<file path="src/sv/rne_pkg.sv">
// Package for the Roman numeral encoder: symbol group table and shared types.
`default_nettype none
package rne_pkg;

   localparam int ValueWidth  = 12;
   localparam int SymbolWidth = 8;
   localparam int GroupCount  = 13;
   localparam int GroupWidth  = $clog2(GroupCount);
   localparam logic [ValueWidth-1:0] MaxValue = ValueWidth'(3999);

   localparam logic [SymbolWidth-1:0] SymNone = 8'h00;
   localparam logic [SymbolWidth-1:0] SymI    = 8'h49;
   localparam logic [SymbolWidth-1:0] SymV    = 8'h56;
   localparam logic [SymbolWidth-1:0] SymX    = 8'h58;
   localparam logic [SymbolWidth-1:0] SymL    = 8'h4C;
   localparam logic [SymbolWidth-1:0] SymC    = 8'h43;
   localparam logic [SymbolWidth-1:0] SymD    = 8'h44;
   localparam logic [SymbolWidth-1:0] SymM    = 8'h4D;

   typedef struct packed {
      logic load;
      logic step;
   } rne_cmd_type;

   typedef struct packed {
      logic step_last;
   } rne_status_type;

   function automatic logic [ValueWidth-1:0] group_weight(input logic [GroupWidth-1:0] g);
      logic [ValueWidth-1:0] w;
      case (g)
         4'd0:    w = 12'd1000;
         4'd1:    w = 12'd900;
         4'd2:    w = 12'd500;
         4'd3:    w = 12'd400;
         4'd4:    w = 12'd100;
         4'd5:    w = 12'd90;
         4'd6:    w = 12'd50;
         4'd7:    w = 12'd40;
         4'd8:    w = 12'd10;
         4'd9:    w = 12'd9;
         4'd10:   w = 12'd5;
         4'd11:   w = 12'd4;
         default: w = 12'd1;
      endcase
      return w;
   endfunction

   function automatic logic [SymbolWidth-1:0] group_first(input logic [GroupWidth-1:0] g);
      logic [SymbolWidth-1:0] s;
      case (g)
         4'd0:    s = SymM;
         4'd1:    s = SymC;
         4'd2:    s = SymD;
         4'd3:    s = SymC;
         4'd4:    s = SymC;
         4'd5:    s = SymX;
         4'd6:    s = SymL;
         4'd7:    s = SymX;
         4'd8:    s = SymX;
         4'd9:    s = SymI;
         4'd10:   s = SymV;
         4'd11:   s = SymI;
         default: s = SymI;
      endcase
      return s;
   endfunction

   // Second letter of a subtractive pair, SymNone for a single-letter group.
   function automatic logic [SymbolWidth-1:0] group_second(input logic [GroupWidth-1:0] g);
      logic [SymbolWidth-1:0] s;
      case (g)
         4'd1:    s = SymM;
         4'd3:    s = SymD;
         4'd5:    s = SymC;
         4'd7:    s = SymL;
         4'd9:    s = SymX;
         4'd11:   s = SymV;
         default: s = SymNone;
      endcase
      return s;
   endfunction

   // Largest group whose weight still fits in the remainder.
   function automatic logic [GroupWidth-1:0] pick_group(input logic [ValueWidth-1:0] rest);
      logic [GroupWidth-1:0] sel;
      sel = GroupWidth'(GroupCount - 1);
      for (int g = GroupCount - 1; g >= 0; g--) begin
         if (rest >= group_weight(GroupWidth'(g))) begin
            sel = GroupWidth'(g);
         end
      end
      return sel;
   endfunction

endpackage
`default_nettype wire

</file>
<file path="src/sv/rne_datapath.sv">
// Datapath of the Roman numeral encoder: remainder, pending letter and result register.
`default_nettype none
module rne_datapath
   import rne_pkg::*;
(
   input  wire logic                   clock,
   input  wire logic [ValueWidth-1:0]  req_value,
   input  wire rne_cmd_type            cmd,
   output rne_status_type              status,
   output logic [SymbolWidth-1:0]      rsp_symbol,
   output logic                        rsp_last,
   output logic                        rsp_invalid
);

   logic [ValueWidth-1:0]  rest_ff, rest_in;
   logic [SymbolWidth-1:0] second_ff, second_in;
   logic                   pend_ff, pend_in;
   logic                   inv_ff, inv_in;
   logic [SymbolWidth-1:0] symbol_ff, symbol_in;
   logic                   last_ff, last_in;
   logic                   invalid_ff, invalid_in;

   logic [GroupWidth-1:0]  grp;
   logic [ValueWidth-1:0]  rest_after;
   logic [SymbolWidth-1:0] grp_second;
   logic                   emit_last;

   assign grp        = pick_group(rest_ff);
   assign rest_after = rest_ff - group_weight(grp);
   assign grp_second = group_second(grp);

   always_comb begin
      if (inv_ff) begin
         emit_last = 1'b1;
      end else if (pend_ff) begin
         emit_last = (rest_ff == '0);
      end else begin
         emit_last = (grp_second == SymNone) && (rest_after == '0);
      end
   end

   assign status.step_last = emit_last;

   always_comb begin
      rest_in    = rest_ff;
      second_in  = second_ff;
      pend_in    = pend_ff;
      inv_in     = inv_ff;
      symbol_in  = symbol_ff;
      last_in    = last_ff;
      invalid_in = invalid_ff;
      if (cmd.load) begin
         rest_in = req_value;
         pend_in = 1'b0;
         inv_in  = (req_value == '0) || (req_value > MaxValue);
      end else if (cmd.step) begin
         last_in    = emit_last;
         invalid_in = inv_ff;
         if (inv_ff) begin
            symbol_in = SymNone;
         end else if (pend_ff) begin
            symbol_in = second_ff;
            pend_in   = 1'b0;
         end else begin
            // The weight is taken off with the first letter of a pair.
            symbol_in = group_first(grp);
            rest_in   = rest_after;
            second_in = grp_second;
            pend_in   = (grp_second != SymNone);
         end
      end
   end

   always_ff @(posedge clock) begin
      rest_ff    <= rest_in;
      second_ff  <= second_in;
      pend_ff    <= pend_in;
      inv_ff     <= inv_in;
      symbol_ff  <= symbol_in;
      last_ff    <= last_in;
      invalid_ff <= invalid_in;
   end

   assign rsp_symbol  = symbol_ff;
   assign rsp_last    = last_ff;
   assign rsp_invalid = invalid_ff;

endmodule
`default_nettype wire

</file>
<file path="src/sv/rne_ctrl.sv">
// Controller of the Roman numeral encoder: request intake and result handshake.
`default_nettype none
module rne_ctrl
   import rne_pkg::*;
(
   input  wire logic          clock,
   input  wire logic          reset,
   input  wire logic          req_valid,
   output logic               req_ready,
   output logic               rsp_valid,
   input  wire logic          rsp_ready,
   output rne_cmd_type        cmd,
   input  wire rne_status_type status
);

   localparam logic StIdle = 1'b0;
   localparam logic StRun  = 1'b1;

   logic state_ff, state_in;
   logic rsp_valid_ff, rsp_valid_in;
   logic slot_free;

   assign req_ready = (state_ff == StIdle);
   assign slot_free = !rsp_valid_ff || rsp_ready;

   always_comb begin
      cmd.load     = 1'b0;
      cmd.step     = 1'b0;
      state_in     = state_ff;
      rsp_valid_in = rsp_valid_ff && !rsp_ready;
      case (state_ff)
         StIdle: begin
            if (req_valid) begin
               cmd.load = 1'b1;
               state_in = StRun;
            end
         end
         StRun: begin
            if (slot_free) begin
               cmd.step     = 1'b1;
               rsp_valid_in = 1'b1;
               if (status.step_last) begin
                  state_in = StIdle;
               end
            end
         end
         default: state_in = StIdle;
      endcase
   end

   always_ff @(posedge clock) begin
      if (reset) begin
         state_ff     <= StIdle;
         rsp_valid_ff <= 1'b0;
      end else begin
         state_ff     <= state_in;
         rsp_valid_ff <= rsp_valid_in;
      end
   end

   assign rsp_valid = rsp_valid_ff;

endmodule
`default_nettype wire

</file>
<file path="src/sv/roman_numeral_encoder.sv">
// Roman numeral encoder: number in, one ASCII numeral letter per result out.
//
// A request carries a 12-bit number on req_value. For 1 to 3999 the block
// returns the numeral in subtractive notation, one letter per result on
// rsp_symbol, most significant first, with rsp_last set on the final letter.
// Zero and values above 3999 give a single result with symbol 0, rsp_invalid
// and rsp_last set.
// The request is loaded into the remainder register; once the result register
// is free, the first letter is stepped into it, and one letter follows per
// cycle while the receiver takes them. The block takes no new request until
// the final letter of a numeral is generated, the longest being that of
// 3888. Letters leave through the single result register one at a time.
// req_ready is high between numerals, also while the final letter of the
// previous one still waits in the result register.
// When the receiver stalls, the waiting letter holds and letter generation
// pauses. Reset returns the controller to idle and drops rsp_valid.
`default_nettype none
module roman_numeral_encoder
   import rne_pkg::*;
(
   input  wire logic                   clock,
   input  wire logic                   reset,
   input  wire logic                   req_valid,
   output logic                        req_ready,
   input  wire logic [ValueWidth-1:0]  req_value,
   output logic                        rsp_valid,
   input  wire logic                   rsp_ready,
   output logic [SymbolWidth-1:0]      rsp_symbol,
   output logic                        rsp_last,
   output logic                        rsp_invalid
);

   rne_cmd_type    cmd;
   rne_status_type status;

   rne_ctrl u_ctrl (
      .clock     (clock),
      .reset     (reset),
      .req_valid (req_valid),
      .req_ready (req_ready),
      .rsp_valid (rsp_valid),
      .rsp_ready (rsp_ready),
      .cmd       (cmd),
      .status    (status)
   );

   rne_datapath u_datapath (
      .clock       (clock),
      .req_value   (req_value),
      .cmd         (cmd),
      .status      (status),
      .rsp_symbol  (rsp_symbol),
      .rsp_last    (rsp_last),
      .rsp_invalid (rsp_invalid)
   );

endmodule
`default_nettype wire

</file>
<file path="config.mk">
export PLATFORM = sky130hd
export DESIGN_NAME = roman_numeral_encoder
export DESIGN_NICKNAME = d
export VERILOG_FILES = /design/src/sv/rne_pkg.sv /design/src/sv/rne_datapath.sv /design/src/sv/rne_ctrl.sv /design/src/sv/roman_numeral_encoder.sv
export SDC_FILE = /design/constraint.sdc
export NUM_CORES = 1
export LEC_CHECK = 0
export BUFFER_PORTS_ARGS = -buffer_cell sky130_fd_sc_hd__buf_4
export CORE_MARGIN = 5
export CORE_UTILIZATION = 40
export CTS_CLUSTER_SIZE = 25
export DETAILED_ROUTE_END_ITERATION = 8
export GPL_TIMING_DRIVEN = 0
export PLACE_DENSITY = 0.68
export SYNTH_ARGS = -nofsm -noshare
export SYNTH_HDL_FRONTEND = slang
export SYNTH_SLANG_ARGS = --single-unit
</file>
<file path="constraint.sdc">
create_clock -name clock -period 5 [get_ports clock]
set_clock_uncertainty 0.05 [all_clocks]
set_input_delay 0.75 -clock clock [delete_from_list [all_inputs] [get_ports clock]]
set_output_delay 0.75 -clock clock [all_outputs]
set_load 0.005 [all_outputs]
</file>
==> results.md, run 1 <==
- Outcome: finished clean
- Synthesized-area fraction occupied by adder cells: 0.0806
- Post-Synthesis Cell Area: around 2600 um2
- Post-synth ARST share: 0
- Hpwl dp: 5.12 mm
- Max Buffers Root-to-Sink: 2
- Simple-Gate Fraction of Synth Area: 0.249
- CTS root buf: clkbuf_8
- Max_slew headroom: 0.298
- Maxcap violations: 0
- Ant. Diodes: 0
- Pwr dens: roughly 580 nW/um2
- Critical Path Source Type: flop
- Layout cell share with drive strength beyond 1: 0.202
- Final ANT Viol Nets: 0
- Post-synthesis compound-gate area fraction: 0.241
- CTS tree: built
- IO Pins: 28
- DR WL/cell: around 17 um
- Final Cycle Share: 0.943
- Post-CTS Setup Bufs: 0
- Die width: approximately 90 um
- Later-pin clock latency in the skew report: ~280 ps
- Sum Neg Setup Slack: 0 ps
- Largest family of logic cells by synthesized area: simple AND/OR/NAND/NOR gates
- Cts bufs inserted: 5
- Yosys warnings: 0
- EDFF count, synth: 27
- RSZ-0062 raised after global routing: false
- Setup violators final: 0
- First-pass GRT wire length: 10.8 mm
- Initial antenna violation count: 0
- Leak: approximately 1.2 nW
- Tot GR Track Use: 0.158
- Largest net degree at the start of global routing: 13
- Most frequent cells in the layout: 36 x nand2_1, 27 x buf_4, 27 x edfxtp_1
- Crit path arrival time: ~4800 ps
- Starting density of the core: 0.408
- Syn avg cell area: 8.79 um2
- Fin crit period: between 4000 and 5000 ps
- DRT Pass-1 Iters: 6
- CTS sink count: 30
- Hold Vio Cnt, Final: 0
- Crit end category: flop
- Synth Register Bits: 30
- Total grt overflow: 0
- Vias/cell: approximately 5.9
- CP Data Required Time: 5080 ps
- Chip height: about 90 um
- Floorplan row count: 29
- Mapped Cells: ~290
- Global placement routability congestion: around 0.9
- Port buffer count: 25
- Distinct cells, synth: 73
- Power consumption: between 1.5 and 2 mW
- HP Class: flop to flop
- H-tree depth: 2
- Vias in the first global route: 2211
- Register area share after synthesis: 0.338
- Crit path kind: flop to flop
- Post-synthesis xor/xnor area fraction: 0.0204
- Max Slew Vio Count: 0
- Reg clk slew, reported paths: around 70 ps
- Die ar.: 8150 um2
- Worst Max-Slew Pin Slew: between 1000 and 1500 ps
- Core Region: ~6300 um2
- DR DRC count: 0
- Mux cell area share after synthesis: 0.0102
- Crit path max fanout: 10
- Initial DRC count: approximately 140
- Synth-to-layout area growth: 15.3%
- Drt total wl: between 6 and 7 mm
- Max rail drop VDD: around 270 uV
- Max Clk Rate: between 200 and 250 MHz
- Top FF cell, synth: edfxtp_1
- Routed vias: around 2.4k
- Commonest non-fill, non-tap cell in the layout: nand2_1
- Fin nets: about 360
==> where the power goes <==
group	leakage [nW]	internal (mW)	switching [mW]	total (mW)
sequential	0.286	0.356	0.0571	0.413
combinational	0.860	0.455	0.646	1.10
clock	0.0472	0.110	0.0969	0.207
==> cells by family after synthesis <==
kind of cell | count (synthesis)
and+or+nand+nor | 120
other | 1
xor gates and xnor gates | 6
muxes | 2
buffers and inverters | 32
DFF | 30
AOI/OAI and AO/OA | 86
adders and majority gates | 16
==> synthesized netlist by cell type (all sizes together) (2+ instances only) <==
cell type,n,area share
a2111oi,2,0.0092
a211oi,4,0.014
a21o,5,0.015
a21oi,19,0.037
a22o,2,0.0068
and2,3,0.0073
and3,3,0.0073
buf,13,0.032
clkbuf,4,0.0058
dfxtp,3,0.023
edfxtp,27,0.31
ha,15,0.073
inv,15,0.022
mux2,2,0.010
nand2,36,0.052
nand2b,3,0.0073
nand3,5,0.0097
nand4,5,0.012
nor2,26,0.038
nor2b,9,0.022
nor3,5,0.014
nor4,6,0.017
nor4b,2,0.0068
o2111ai,3,0.010
o211ai,8,0.027
o21a,6,0.020
o21ai,16,0.031
o22ai,3,0.0073
o311a,2,0.0083
o311ai,2,0.0068
o31a,2,0.0068
o31ai,3,0.011
or2,4,0.0097
or3,3,0.0092
or3b,3,0.010
or4b,2,0.0092
xnor2,3,0.010
xor2,3,0.010
==> per-stage QoR <==
step | worst slack [ps] | instance area [um2] | utilization | cells | hold WS, ps
after floorplan | 862 | 2580 | - | 294 | 374
after global placement | 197 | 2860 | 0.454 | 396 | 381
after detailed placement | 111 | 2860 | 0.454 | 396 | 391
after CTS | 64.9 | 2960 | 0.469 | 404 | 409
after global routing | 86.2 | 2970 | 0.470 | 404 | 419
final | 283 | 2970 | 0.470 | 404 | 410
==> path summary, 6_finish.rpt <==
check | endpoint | slack (ps) | from | depth (start not counted)
worst min register to register | u_datapath.rsp_invalid | 410 | u_datapath.inv_ff | 0
worst min-delay path | u_datapath.rsp_invalid | 410 | u_datapath.inv_ff | 0
worst max-delay path | u_datapath.rsp_last | 280 | u_datapath.rest_ff[5] | 16
worst max register to register | u_datapath.rsp_last | 280 | u_datapath.rest_ff[5] | 16
==> what timing repair did <==
item | CTS | global route
resized for setup | 0 | 3
setup endpoints to repair | 0 | 2
hold buffers | 0 | 0
==> sequential cells by signal, indices dropped and copies added (netlist names) <==
| signal | count |
|---|---|
| u_datapath.pend_ff | 1 |
| u_datapath.rsp_symbol | 6 |
| u_ctrl.state_ff | 1 |
| u_ctrl.rsp_valid | 1 |
| u_datapath.rest_ff | 12 |
| u_datapath.inv_ff | 1 |
| u_datapath.second_ff | 6 |
| u_datapath.rsp_last | 1 |
| u_datapath.rsp_invalid | 1 |
==> cell type report <==
cell class / count / area (um2)
tap: 77 / 96.3
inverter: 15 / 56.3
clock buffer: 6 / 82.6
multi-input combinational: 232 / 1570
clock inverter: 2 / 12.5
buffer: 17 / 96.3
timing repair buffer: 25 / 188
sequential: 30 / 871
fill: 615 / 3340
==> per-layer routing <==
metal / vias up / wire length, um / GRT usage
met5: - / 0 / 0
met4: 0 / 80 / 0.0372
met3: 11 / 442 / 0.0342
met2: 110 / 3120 / 0.255
met1: 1108 / 3030 / 0.217
li1: 1160 / - / -
==> worst max-delay path, stage by stage, from the launching register on <==
cell and delay (ps):
edfxtp_1 450, buf_6 180, or4_4 530, o211ai_2 200, nand2_1 140, o22ai_2 290, inv_1 140, ha_1 350
a22o_1 230, inv_1 70, ha_1 260, nor2b_1 180, o21ai_0 130, or3b_2 470, a2111oi_1 490, nand4_1 230
o21ai_1 190
No activity file was read; power rests on OpenSTA's default activity.
==> run 2: changes to the inputs <==
--- a/config.mk
+++ b/config.mk
@@ -11,7 +11,8 @@
 export CTS_CLUSTER_SIZE = 25
 export DETAILED_ROUTE_END_ITERATION = 8
 export GPL_TIMING_DRIVEN = 0
-export PLACE_DENSITY = 0.68
+export PLACE_DENSITY = 0.64
+export SLEW_MARGIN = 20
 export SYNTH_ARGS = -nofsm -noshare
 export SYNTH_HDL_FRONTEND = slang
 export SYNTH_SLANG_ARGS = --single-unit
==> results.md, run 2 (synthesized netlist as in run 1, its figures left out) <==
- RSZ-0062 raised after global routing: false
- Floorplan row count: 29 (unchanged)
- Fin crit period: 4680 ps (-40.2 ps)
- DR WL/cell: 16.0 um (-3.4%)
- IO Pins: 28 (unchanged)
- Final Cycle Share: 0.935 (-0.00803)
- CP Data Required Time: 5130 ps (+50 ps)
- Max Slew Vio Count: 0 (unchanged)
- Commonest non-fill, non-tap cell in the layout: nand2_1
- Largest register by flop count: u_datapath.rest_ff
- Die width: 90.3 um (unchanged)
- Drt total wl: 6.45 mm (-3.4%)
- Critical Path Source Type: flop
- Crit path kind: flop to flop
- Max rail drop VDD: 259 uV (-5.1%)
- Fin nets: 358 (unchanged)
- Starting density of the core: 0.408 (unchanged)
- Total grt overflow: 0 (unchanged)
- Crit path max fanout: 10 (unchanged)
- HP Class: flop to flop
- Max_slew headroom: 0.580 (+0.281)
- Initial antenna violation count: 0 (unchanged)
- H-tree depth: 2 (unchanged)
- Vias in the first global route: 2222 (+0.50%)
- Ant. Diodes: 0 (unchanged)
- Port buffer count: 25 (unchanged)
- Chip height: 90.3 um (unchanged)
- Layout cell share with drive strength beyond 1: 0.202 (unchanged)
- Global placement routability congestion: 0.884 (-1.5%)
- Max Clk Rate: 214 MHz (+0.86%)
- Sum Neg Setup Slack: 0 ps (unchanged)
- Max Buffers Root-to-Sink: 2 (unchanged)
- DR DRC count: 0 (unchanged)
- Hold Vio Cnt, Final: 0 (unchanged)
- First-pass GRT wire length: 10.9 mm (+1.0%)
- Largest register FFs: 12 (unchanged)
- DRT Pass-1 Iters: 4 (-2)
- Reg clk slew, reported paths: 70 ps (about the same)
- Worst Max-Slew Pin Slew: 627 ps (-418 ps)
- Post-CTS Setup Bufs: 0 (unchanged)
- Tot GR Track Use: 0.160 (+0.00154)
- Pwr dens: 584 nW/um2 (+0.76%)
- Setup violators final: 0 (unchanged)
- Crit end category: flop
- Outcome: finished clean
- Routed vias: 2291 (-4.1%)
- CTS sink count: 30 (unchanged)
- Core Region: 6310 um2 (unchanged)
- Power consumption: 1.75 mW (+1.6%)
- CTS tree: built
- Crit path arrival time: 4800 ps (about the same)
- Most frequent cells in the layout: 36 x nand2_1, 27 x buf_4, 27 x edfxtp_1
- Leak: 1.21 nW (+1.2%)
- Later-pin clock latency in the skew report: 280 ps (about the same)
- Initial DRC count: 119 (-16%)
- CTS root buf: clkbuf_8
- Synth-to-layout area growth: 16.2%
- Maxcap violations: 0 (unchanged)
- Cts bufs inserted: 5 (unchanged)
- Final ANT Viol Nets: 0 (unchanged)
- Die ar.: 8150 um2 (unchanged)
- Layout filler cell count: 638 (+3.7%)
- Vias/cell: 5.67 (-4.1%)
- Largest net degree at the start of global routing: 13 (unchanged)
- Hpwl dp: 5.10 mm (-0.36%)
## run 2: cell count changes in the layout (fill, tap and decap cells not counted)
cell        before  now
a2111oi_0        0    1
a2111oi_1        1    0
bufinv_16        0    1
clkbuf_1         4    5
clkinv_2         1    0
clkinvlp_4       1    0
nor3_1           4    3
nor3_2           0    1
## run 2: final cells by class
type | count | area, um2 | share of cell area
buffer | 17 | 96.3 | 0.0322
clock buffer | 7 | 86.3 | 0.0288
clock inverter | 1 | 30.0 | 0.0100
inverter | 15 | 56.3 | 0.0188
multi-input combinational | 232 | 1570 | 0.524
sequential | 30 | 871 | 0.291
tap | 77 | 96.3 | 0.0322
timing repair buffer | 25 | 188 | 0.0627
## run 2: per-stage QoR
| step | instances | area [um2] | hold WS (ps) | util | setup slack [ps] |
|---|---|---|---|---|---|
| after floorplan | 294 | 2580 | 374 | - | 862 |
| after global placement | 396 | 2860 | 382 | 0.454 | 174 |
| after detailed placement | 396 | 2860 | 405 | 0.454 | 139 |
| after CTS | 404 | 2980 | 421 | 0.472 | 123 |
| after global routing | 404 | 2990 | 432 | 0.474 | 20.5 |
| final | 404 | 2990 | 417 | 0.474 | 323 |
## run 2: metal layers
| metal | vias up | global-route usage | wire (um) |
|---|---|---|---|
| li1 | 1150 | - | - |
| met1 | 1085 | 0.221 | 3080 |
| met2 | 52 | 0.259 | 3080 |
| met3 | 4 | 0.0308 | 258 |
| met4 | 0 | 0.0360 | 23 |
| met5 | - | 0 | 0 |
## run 2: power by group
group	internal [mW]	total [mW]	leakage, nW	switching, mW
registers	0.356	0.415	0.286	0.0584
logic	0.453	1.08	0.862	0.627
clock network	0.162	0.255	0.0585	0.0923
## run 2: worst max-delay path, cell delays in order, from the launching register on
cell and delay, ps:
edfxtp_1 440, buf_6 170, or4_4 520, o211ai_2 210, nand2_1 150, o22ai_2 280, inv_1 120, ha_1 340
a22o_1 260, inv_1 70, ha_1 210, nor2b_1 180, o21ai_0 150, or3b_2 470, a2111oi_0 490, nand4_1 220
o21ba_1 230
## run 2: path summary, 6_finish.rpt
kind	startpoint	cells after the start	endpoint	slack, ps
worst max-delay path	u_datapath.rest_ff[5]	16	u_ctrl.state_ff	320
worst min-delay path	u_datapath.inv_ff	0	u_datapath.rsp_invalid	420
worst max register to register	u_datapath.rest_ff[5]	16	u_ctrl.state_ff	320
worst min register to register	u_datapath.inv_ff	0	u_datapath.rsp_invalid	420
## run 2: timing repair
item,4_1_cts,5_1_grt
endpoints found under the setup margin,0,2
hold buffers,0,0
resized for setup,0,2
==> run 3: changes to the inputs <==
--- a/config.mk
+++ b/config.mk
@@ -12,7 +12,9 @@
 export DETAILED_ROUTE_END_ITERATION = 8
 export GPL_TIMING_DRIVEN = 0
 export PLACE_DENSITY = 0.64
+export RECOVER_POWER = 100
 export SLEW_MARGIN = 20
 export SYNTH_ARGS = -nofsm -noshare
 export SYNTH_HDL_FRONTEND = slang
+export SYNTH_HIERARCHICAL = 1
 export SYNTH_SLANG_ARGS = --single-unit
==> results.md, run 3 <==
- Count leader, synth: edfxtp_1
- Fin crit period: 4790 ps (+115 ps)
- Drt total wl: 5.68 mm (-12%)
- CP max-delay cell: or4_1
- Post-Synthesis Cell Area: 2360 um2 (-8.5%)
- DRT Pass-1 Iters: 5 (+1)
- Final Cycle Share: 0.958 (+0.0230)
- # hold bufs at CTS: 0 (unchanged)
- Mapped Cells: 258 (-12%)
- Cell-internal power: 0.913 mW (-6.1%)
- EDFF count, synth: 27 (unchanged)
- Layout filler cell count: 585 (-8.3%)
- HP Class: flop to flop
- Max Clk Rate: 209 MHz (-2.4%)
- Max rail drop VDD: 259 uV (about the same)
- Area leader, netlist: edfxtp_1
- Final core utilization: 0.489 (+0.0144)
- Crit path cell chain: buf_4 -> nor3_4 -> o211ai_1 -> a211o_1 -> a21o_2 -> ha_1 -> nor2_1 -> nor2_1 -> ha_1 -> fa_1 -> nor2b_1 -> o21bai_1 -> a21boi_0 -> nor3_1 -> or4_1 -> o31ai_4 -> a311oi_1
- Fin nets: 333 (-7.0%)
- Hold Vio Cnt, Final: 0 (unchanged)
- Max_slew headroom: 0.398 (-0.182)
- Layout cell share with drive strength beyond 1: 0.219 (+0.0167)
- DR DRC count: 0 (unchanged)
- Clock share of power: 0.115 (-0.031)
- Switching fraction of total power: 0.441 (-0.00318)
- Routed vias: 2125 (-7.2%)
- Setup violators final: 0 (unchanged)
- Outcome: finished clean
- Reg clk slew, reported paths: 60 ps (about the same)
- Vias/cell: 5.64 (-0.60%)
- Sw power: 0.721 mW (-7.3%)
- Synth Register Bits: 30 (unchanged)
- Post-synth top area share: 0.344 (+0.0292)
- Placed cells: 359 (-9.3%)
- Post-synth ARST share: 0 (unchanged)
- Die width: 86.8 um (-3.9%)
- RSZ-0062 raised after global routing: false
- Critical Path Source Type: flop
- Commonest non-fill, non-tap cell in the layout: edfxtp_1
- Port buffer count: 25 (unchanged)
- Most frequent cells in the layout: 27 x edfxtp_1, 25 x buf_4, 21 x nor2_1
- Yosys warnings: 6 (+6)
- Distinct cells, synth: 66 (-9.6%)
- Leak: 1.12 nW (-7.4%)
- CP Data Required Time: 5100 ps (-30 ps)
- Register area share after synthesis: 0.369 (+0.0314)
- CTS tree: built
- Synth-to-layout area growth: 20.5%
- Pwr dens: 575 nW/um2 (-1.6%)
- Initial antenna violation count: 0 (unchanged)
- Worst Max-Slew Pin Slew: 903 ps (+276 ps)
- Seq pwr share: 0.265 (+0.028)
- Crit path buf inv count: 1 (-2)
- Starting density of the core: 0.405 (-0.00271)
- Global placement routability congestion: 0.856 (-3.2%)
- Tot GR Track Use: 0.152 (-0.00829)
- Crit end category: flop
- R2R Setup Slk: 210 ps (-120 ps)
- Most instantiated cells after synthesis: 27 x edfxtp_1, 22 x nor2_1, 20 x nand2_1, 18 x a21oi_1, 15 x ha_1
- Largest net degree at the start of global routing: 13 (unchanged)
- Cts bufs inserted: 5 (unchanged)
- CP peak stage delay: 570 ps (+50 ps)
- Total grt overflow: 0 (unchanged)
- DR WL/cell: 15.1 um (-5.5%)
- H-tree depth: 2 (unchanged)
- Crit path arrival time: 4890 ps (+90 ps)
- Largest register by flop count: u_datapath/rest_ff
- Logic pwr share: 0.620 (+0.003)
- Chip height: 86.8 um (-3.9%)
- Maxcap violations: 0 (unchanged)
- Die ar.: 7530 um2 (-7.6%)
- Hpwl dp: 4.40 mm (-14%)
- Initial DRC count: 159 (+34%)
- Final ANT Viol Nets: 0 (unchanged)
- CTS sink count: 30 (unchanged)
- Syn avg cell area: 9.14 um2 (+3.9%)
- Floorplan row count: 28 (-3.4%)
- First-pass GRT wire length: 9.08 mm (-16%)
- Max Slew Vio Count: 0 (unchanged)
- Family with the most delay on the worst path: compound AO/OA/AOI/OAI gates
- Top FF cell, synth: edfxtp_1
- Crit path max fanout: 7 (-3)
- Cell Count, Final, Fillers Out: 377 (-6.7%)
- CTS root buf: clkbuf_8
- Max Buffers Root-to-Sink: 2 (unchanged)
- Later-pin clock latency in the skew report: 270 ps (about the same)
- Top cells by area, synth: edfxtp_1 34%, ha_1 8.0%, a21oi_1 3.8%
- Largest register FFs: 12 (unchanged)
- Crit path kind: flop to flop
- Core Region: 5820 um2 (-7.9%)
- Vias in the first global route: 1952 (-12%)
- IO Pins: 28 (unchanged)
- Ant. Diodes: 0 (unchanged)
run 3: changes by cell type in the layout (fill, tap and decap cells not counted), sizes merged, moves of 4 or more:
cell    change
nand2      -16
buf        -12
clkbuf     +12
nor3        +8
nand2b      +5
nor2b       -5
mux2        +4
nor2        -4
run 3: cells by family after synthesis:
logic type      Yosys count  share of synthesized area
fa+ha+maj                16                     0.0881
buf+inv                  23                     0.0403
mux                       7                     0.0329
other cells               1                    0.00159
xor+xnor                  7                     0.0260
compound gates           76                      0.223
flops                    30                      0.369
simple gates             98                      0.218
run 3: final timing paths:
kind | start | cells after the start | to
setup / recovery | u_datapath/rest_ff[5] | 17 | u_ctrl/state_ff
hold / removal | u_datapath/inv_ff | 0 | u_datapath/rsp_invalid
setup reg to reg | u_datapath/rest_ff[5] | 17 | u_ctrl/state_ff
hold reg to reg | u_datapath/inv_ff | 0 | u_datapath/rsp_invalid
run 3: final cells by class:
cell class                 count  area, um2  area share
buffer                         9       42.5      0.0150
tap                           75       93.8      0.0330
timing repair buffer          35        263      0.0925
clock buffer                   5       68.8      0.0242
multi-input combinational    206       1430       0.503
sequential                    30        871       0.306
clock inverter                 3       16.3     0.00572
inverter                      14       56.3      0.0198
run 3: stage by stage:
step / area [um2] / power (mW) / setup slack [ps] / hold slack, ps / TNS (ps)
global placement: 2640 / 1.33 / -246 / 397 / -438
finish: 2840 / 1.63 / 208 / 406 / 0
floorplan: 2360 / 1.14 / 808 / 374 / 0
CTS: 2740 / 1.55 / 71.6 / 410 / 0
global route: 2840 / 1.76 / 1.45 / 434 / 0
detailed placement: 2640 / 1.34 / -187 / 394 / -318
run 3: power groups by stage:
stage,registers [mW],clock network [mW],logic [mW]
final,0.433,0.188,1.01
after global routing,0.438,0.204,1.12
after CTS,0.441,0.196,0.910
after detailed placement,0.444,0,0.897
after global placement,0.443,0,0.891
after floorplan,0.421,0,0.720
run 3: what timing repair did:
| item | 4_1_cts | 5_1_grt |
|---|---|---|
| resized for setup | 3 | 6 |
| buffers inserted | 0 | 10 |
| setup endpoints to repair | 2 | 2 |
run 3: routing by layer:
metal,vias up,GRT usage,wire (um)
met3,6,0.0323,244
li1,1060,-,-
met5,-,0,0
met4,0,0.0397,99
met2,62,0.248,2700
met1,997,0.204,2640
